**src/rbc_pkg.sv**
```systemverilog
package rbc_pkg;

    localparam int DEF_MAX_ROTORS = 16;

    localparam logic [1:0] OP_LOAD_ENTRY  = 2'd0;
    localparam logic [1:0] OP_LOAD_OFFSET = 2'd1;
    localparam logic [1:0] OP_PROCESS     = 2'd2;

    localparam logic REG_DIRECTION   = 1'b0;
    localparam logic REG_ROTOR_COUNT = 1'b1;

    typedef enum logic [1:0] {
        ST_IDLE,
        ST_READ,
        ST_DATA,
        ST_FIN
    } state_t;

    typedef struct packed {
        logic       load;
        logic       step;
        logic [7:0] load_val;
    } cell_ctl_t;

    // inverse in GF(16) mod x^4+x+1, inv(0) = 0
    function automatic logic [3:0] gf16_inv(input logic [3:0] a);
        logic [3:0] r;
        case (a)
            4'h0: r = 4'h0;
            4'h1: r = 4'h1;
            4'h2: r = 4'h9;
            4'h3: r = 4'hE;
            4'h4: r = 4'hD;
            4'h5: r = 4'hB;
            4'h6: r = 4'h7;
            4'h7: r = 4'h6;
            4'h8: r = 4'hF;
            4'h9: r = 4'h2;
            4'hA: r = 4'hC;
            4'hB: r = 4'h5;
            4'hC: r = 4'hA;
            4'hD: r = 4'h4;
            4'hE: r = 4'h3;
            default: r = 4'h8;
        endcase
        return r;
    endfunction

endpackage

```
**src/rbc_cell.sv**
```systemverilog
module rbc_cell
    import rbc_pkg::*;
#(
    parameter int IDX = 0
)
(
    input  logic       clk,
    input  logic       rst_n,
    input  cell_ctl_t  ctl,
    input  logic       active,
    input  logic [3:0] own_nib,
    input  logic [3:0] mirror_nib,
    output logic [7:0] offset
);

    localparam logic [7:0] INC = 8'((2 * IDX + 1) % 256);

    logic [7:0] offset_reg;
    logic [7:0] offset_next;
    logic [3:0] v;

    always_comb
    begin
        v           = gf16_inv(own_nib) ^ mirror_nib;
        offset_next = offset_reg;
        if (ctl.load)
        begin
            offset_next = ctl.load_val;
        end
        else if (ctl.step && active && (^v))
        begin
            offset_next = offset_reg + INC;
        end
    end

    always_ff @(posedge clk or negedge rst_n)
    begin
        if (!rst_n)
        begin
            offset_reg <= 8'd0;
        end
        else
        begin
            offset_reg <= offset_next;
        end
    end

    assign offset = offset_reg;

endmodule

```
**config.mk**
```make
export PLATFORM = sky130hd
export DESIGN_NAME = rbc_cell
export DESIGN_NICKNAME = d
export VERILOG_FILES = /design/src/rbc_pkg.sv /design/src/rbc_cell.sv
export SDC_FILE = /design/constraint.sdc
export NUM_CORES = 1
export LEC_CHECK = 0
export ABC_CLOCK_PERIOD_IN_PS = 2700
export BUFFER_PORTS_ARGS = -buffer_cell sky130_fd_sc_hd__buf_2
export CORE_MARGIN = 10
export CORE_UTILIZATION = 51
export CTS_CLUSTER_SIZE = 16
export DETAILED_ROUTE_END_ITERATION = 6
export GPL_ROUTABILITY_DRIVEN = 0
export PLACE_DENSITY = 0.82
export SYNTH_ARGS = -nofsm -noshare
export SYNTH_HDL_FRONTEND = slang
export SYNTH_SLANG_ARGS = --single-unit
```
**constraint.sdc**
```tcl
create_clock -name clk -period 2.7 [get_ports clk]
set_input_delay 0.135 -clock clk [delete_from_list [all_inputs] [get_ports clk]]
set_output_delay 0.135 -clock clk [all_outputs]
set_load 0.03 [all_outputs]
```
==> results of run 1 <==
## cells in the mapped netlist (2+ instances only)
master	count	area, sq um
dfrtp_1	8	200
o21ai_0	4	20.0
xor2_1	2	17.5
nand2_1	9	33.8
nor2b_1	3	18.8
nand3_1	5	25.0
nor3_1	2	10.0
or4_1	3	22.5
nand4_1	4	25.0
o21a_1	2	15.0
a21oi_1	2	10.0
buf_6	2	22.5
ha_1	6	75.1
o211ai_1	2	15.0
xnor2_1	5	43.8
inv_1	2	7.51
nor2_1	3	11.3
or3_1	3	18.8
a31oi_1	2	12.5
## final timing paths
| path | startpoint | cells past startpoint | slack [ps] | to |
|---|---|---|---|---|
| min reg2reg | offset[6] | 2 | 600 | offset[6] |
| min | ctl[1] | 2 | 100 | offset[1] |
| max | own_nib[1] | 10 | 370 | offset[5] |
| max reg2reg | offset[0] | 3 | 1280 | offset[5] |
| min in group asynchronous | rst_n | 2 | 260 | offset[1] |
| max in group asynchronous | rst_n | 2 | 2270 | offset[2] |
## cells by family (layout without fill, tap and decap cells)
logic type / count (synthesis) / in the layout / share of synthesized area
and+or+nand+nor: 39 / 39 / 0.294
AOI/OAI and AO/OA: 21 / 21 / 0.194
xor gates and xnor gates: 8 / 8 / 0.0992
DFF: 8 / 8 / 0.256
adders and majority gates: 6 / 6 / 0.0960
buffers and inverters: 6 / 35 / 0.0480
muxes: 1 / 1 / 0.0128
## placed cells by master (no fill, tap or decap), types with 3 or more instances in the layout
cell       n
dfrtp_1    8
clkbuf_4   3
xnor2_1    5
nand3_1    5
o21ai_0    4
or3_1      3
nor2_1     3
nand2_1    9
buf_2     28
nor2b_1    3
or4_1      3
ha_1       6
nand4_1    4
## power by group through the flow
stage	combinational (W)	clock [W]	sequential (W)
global route	0.000195	0.000100	0.000153
finish	0.000175	0.0000931	0.000151
global placement	0.000168	0	0.000152
detailed placement	0.000174	0	0.000152
floorplan	0.000108	0	0.000176
CTS	0.000176	0.0000940	0.000150
## critical path: stages
cell and delay (ps):
buf_2 140, inv_1 90, ha_1 330, xor2_2 150, nor2_1 60, o21a_1 180
or4_4 530, and2_4 210, or4_1 490, a31oi_1 180
## through the flow
| stage | total power [W] | area (sq um) | utilization |
|---|---|---|---|
| final | 0.000418 | 948 | 0.645 |
| after global routing | 0.000448 | 948 | 0.645 |
| after floorplan | 0.000284 | 782 | - |
| after detailed placement | 0.000327 | 916 | 0.622 |
| after global placement | 0.000320 | 916 | 0.622 |
| after CTS | 0.000420 | 948 | 0.645 |
## layer usage
| metal | vias to the layer above | wire length [um] | track usage |
|---|---|---|---|
| met4 | 0 | 39 | 0.0721 |
| met5 | - | 0 | 0 |
| li1 | 386 | - | - |
| met2 | 23 | 1050 | 0.207 |
| met3 | 4 | 130 | 0.0258 |
| met1 | 347 | 686 | 0.121 |
## what timing repair did
item,CTS,global route
endpoints found under the setup margin,0,0
buffers inserted,0,0
hold buffers,1,0
endpoints found under the hold margin,8,0
## layout make-up
class | count | share of cell area
clock buffer | 3 | 0.0237
multi-input combinational | 75 | 0.574
sequential | 8 | 0.211
tap | 16 | 0.0211
timing repair buffer | 29 | 0.158
inverter | 3 | 0.0119
==> metrics, run 1 <==
status=finished, final reports clean; RSZ-0062 raised after global routing=no; DRT Wirelength=1910 um; cell area after synthesis=between 700 and 800 sq um; H-tree levels=1; P_int=about 0.00026 W; Worst setup EP type=flop; Setup Total Neg Slack=0 ps; WL/cell=~14 um; Post-synth EDFFs=0; Setup Skew=4.42 ps; max reg flops=8; Syn Nets=116; PwrDens=between 400 and 500 mW/mm^2; Rel. slew slack=0.840; CTS max path bufs=2; full die area=0.00350 sq mm; number of global-route vias before repair=just under 800; Mean Syn Cell Area=8.79 sq um; largest net degree at the start of global routing=14; final hold vios=0; CP Launch Type=primary input; Setup CP Type=primary input to flop; share of power burned in registers=0.360; Post-synth ARST share=1.00; area grow syn2layout=21.3%; Gate power share=0.418; Core Area=0.00147 sq mm; boundary pin count=29; Tcrit/Tclk final=0.865; PortBufs=28; Antenna Nets Post-Route=0; initial drt markers=27; Worst Path Required=around 2900 ps; Post-layout nets=147; final setup violation count=0; diodes inserted=0; initial antenna violation count=0; max-cap viol count=0; Non-Filler Instances=134; CP Max Fanout=13; DRC=0; clk_lat worst skew=260 ps; gr ovfl total=0; fmax=between 0.4 and 0.5 GHz; GRT Util Overall=0.117; CTS clk-pin slew, worst paths=60 ps; setup ws final=about 370 ps; Vias=760; yosys warns=0; sw frac=0.386; Die X-Extent=59.2 um; Pre-antenna DRT Iters=4; CTS tree=built; footprint of the multi-input gates=544 sq um; dpl ws=88.1 ps; worst vdd ir=0.183 mV; Mapped Cells=~90; hpwl dp=1580 um; num rows=14; Sink Count=8; sequential area share after synthesis=0.256; Main synth FF type=dfrtp_1; clock power share=0.223; hold crit path type=primary input to flop; first-pass GRT wire length=around 3300 um; DIE HEIGHT=59.2 um; clk root buf=clkbuf_4; register area=200 sq um; post_cts resized=0; Inst Count DP=130; via/cell ratio=5.67; Starting Density=0.531; Leak=between 0.4 and 0.5 nW; Unique masters post-synth=39; layout cell share with drive strength beyond 1=0.322; Yosys reg bits=8; CTS buffer count=3; Hold Slack=~100 ps; worst slew pin tran=236 ps; Net Switching=~0.00016 W; Fill cells=145; final slew viol count=0; post-layout minimum cycle time=2330 ps; critical path arrival=roughly 2500 ps
(Power assumes the default switching activity.)
==> inputs of run 2 (changes only) <==
Settings changed: ABC_AREA from default to 1, CORE_ASPECT_RATIO from default to 1.2, CORE_UTILIZATION 51 to 55, PLACE_DENSITY 0.82 to 0.84.
==> metrics, run 2 <==
Starting Density=0.595 (+0.0638); yosys warns=0 (unchanged); critical path arrival=1720 ps (-790 ps); H-tree levels=1 (unchanged); Worst Path Buf+Inv=1 (-1); hold crit path type=primary input to flop; DIE HEIGHT=66.7 um (+13%); PortBufs=28 (unchanged); Hold EP=offset[1]; max reg flops=8 (unchanged); post_cts resized=0 (unchanged); commonest non-fill, non-tap cell in the layout=nand2_1; cell area after synthesis=0.00100 sq mm (+28%); Worst path slowest cell=dfrtp_1; CP top delay family=simple AND/OR/NAND/NOR gates; boundary pin count=29 (unchanged); CTS tree=built; initial drt markers=27 (unchanged); CTS clk-pin slew, worst paths=60 ps (about the same); sequential area share after synthesis=0.200 (-0.0560); FF-to-FF path depth=9 (+6); number of global-route vias before repair=937 (+19%); CP Launch Type=flop; Vias=1018 (+34%); PwrDens=444 mW/mm^2 (+0.59%); worst vdd ir=0.407 mV (+120%); worst r2r src=offset[0]; most frequent cell after synthesis=nand2_1; Hold Crit Start=ctl[1]; final slew viol count=0 (unchanged); CP cell instances=ha_1, nand2_1, nor2_1, inv_1, nor2_1, nand3_1, a22o_1, nand2_1, nand2_1; synth cell count leaders=nand2_1, nand3_1, inv_1; area grow syn2layout=17.6%; CP Max Fanout=6 (-7); clk root buf=clkbuf_4; CTS buffer count=3 (unchanged); DRC=0 (unchanged); CTS max path bufs=2 (unchanged); Setup Fix Bufs, Post-CTS=0 (unchanged); Main synth FF type=dfrtp_1; gr ovfl total=0 (unchanged); WHS Path Cells=5 (+3); final setup violation count=0 (unchanged); WL/cell=11.2 um (-21%); Yosys reg bits=8 (unchanged); first-pass GRT wire length=3860 um (+17%); full die area=0.00393 sq mm (+12%); Worst Path Required=2850 ps (-30 ps); fmax=0.637 GHz (+49%); Sink Count=8 (unchanged); Worst setup EP type=flop; top cells by area, synth=nand2_1, dfrtp_1, nand3_1; initial antenna violation count=0 (unchanged); Unique masters post-synth=22 (-44%); via/cell ratio=4.92 (-13%); diodes inserted=0 (unchanged); CP max stage delay=410 ps (-120 ps); Post-synth ARST share=1.00 (unchanged); Syn Nets=188 (+62%); RSZ-0062 raised after global routing=no; post-layout minimum cycle time=1570 ps (-765 ps); Pre-antenna DRT Iters=4 (unchanged); largest net degree at the start of global routing=15 (+1); layout cell share with drive strength beyond 1=0.275 (-0.0469); dpl cell area=0.00114 sq mm (+25%); Post-layout nets=219 (+49%); Final Cell Area=0.00118 sq mm (+24%); clk_lat worst skew=260 ps (about the same); Leak=0.712 nW (+67%); most used cell along the critical path=nand2_1; Antenna Nets Post-Route=0 (unchanged); Worst R2R Setup Slack=1130 ps (-150 ps); dominant cell type by area after synthesis=nand2_1; DRT Wirelength=2320 um (+22%); Setup CP Type=flop to flop; Core Area=0.00168 sq mm (+14%); most frequent cells in the layout=nand2_1, buf_2, nand3_1; Mapped Cells=160 (+80%); top-area cell type share of the netlist area=0.225 (-0.0310); max-cap viol count=0 (unchanged); capture point of the worst reg-to-reg path=offset[6]; GRT Util Overall=0.116 (-0.000782); worst slew pin tran=376 ps (+140 ps); Tcrit/Tclk final=0.582 (-0.283); Mean Syn Cell Area=6.26 sq um (-29%); num rows=16 (+2); final hold vios=0 (unchanged); Die X-Extent=58.9 um (-0.35%); Setup Total Neg Slack=0 ps (unchanged); Rel. slew slack=0.749 (-0.0914); status=finished, final reports clean; Setup Skew=2.20 ps (-2.23 ps); hpwl dp=1940 um (+23%); Post-synth EDFFs=0 (unchanged)
-- run 2: logic make-up after synthesis --
logic type                 Yosys count  synth area share
DFF                                  8             0.200
xor gates and xnor gates             4            0.0350
and+or+nand+nor                    106             0.513
AOI/OAI and AO/OA                    9            0.0525
adders and majority gates            7            0.0875
buffers and inverters               26             0.113
-- run 2: layout make-up --
| class | instances | area, sq um |
|---|---|---|
| Clock buffer | 3 | 22.5 |
| Multi-Input combinational cell | 126 | 688 |
| Timing Repair Buffer | 29 | 150 |
| Sequential cell | 8 | 200 |
| Inverter | 23 | 93.8 |
| Fill cell | 167 | 504 |
| Tap cell | 18 | 22.5 |
-- run 2: worst min-delay path, stage by stage --
cell     delay, ps
buf_2           70
nand2_1         40
nand2_1         50
nand2_1         50
nand2_1         40
-- run 2: routing by layer --
metal / wire (um) / part of all wire / track usage / vias to the layer above
met1: 1070 / 0.46 / 0.134 / 434
met5: 0 / 0 / 0 / -
met4: 8 / 0.0034 / 0.0172 / 0
met3: 120 / 0.052 / 0.0398 / 2
met2: 1130 / 0.48 / 0.203 / 24
li1: - / - / - / 558
-- run 2: how the worst max path moves through the flow --
| stage | slack (ps) | depth (start not counted) | to | startpoint |
|---|---|---|---|---|
| floorplan | 1080 | 9 | offset[6] | offset[0] |
| global placement | 930 | 16 | offset[3] | own_nib[1] |
| detailed placement | 870 | 16 | offset[3] | own_nib[1] |
| CTS | 1130 | 9 | offset[6] | offset[0] |
| global route | 930 | 16 | offset[3] | own_nib[1] |
| finish | 1130 | 9 | offset[6] | offset[0] |
-- run 2: timing repair --
| item | in CTS | in global routing |
|---|---|---|
| hold endpoints to repair | 8 | 0 |
| hold buffers | 1 | 0 |
| setup endpoints to repair | 0 | 0 |
-- run 2: power by group --
group / internal (W) / switching [W]
clock network: 0.0000511 / 0.0000434
registers: 0.000142 / 0.0000287
logic: 0.0000905 / 0.000167
total: 0.000284 / 0.000239
-- run 2: stage by stage --
step	worst slack, ps	instances	util	hold WS, ps	power, W
after floorplan	1080	160	-	-161	0.000358
after global placement	928	203	0.681	-15.9	0.000423
after detailed placement	872	203	0.681	-9.89	0.000429
after CTS	1130	207	0.700	171	0.000524
after global routing	934	207	0.700	213	0.000559
final	1130	207	0.700	170	0.000523
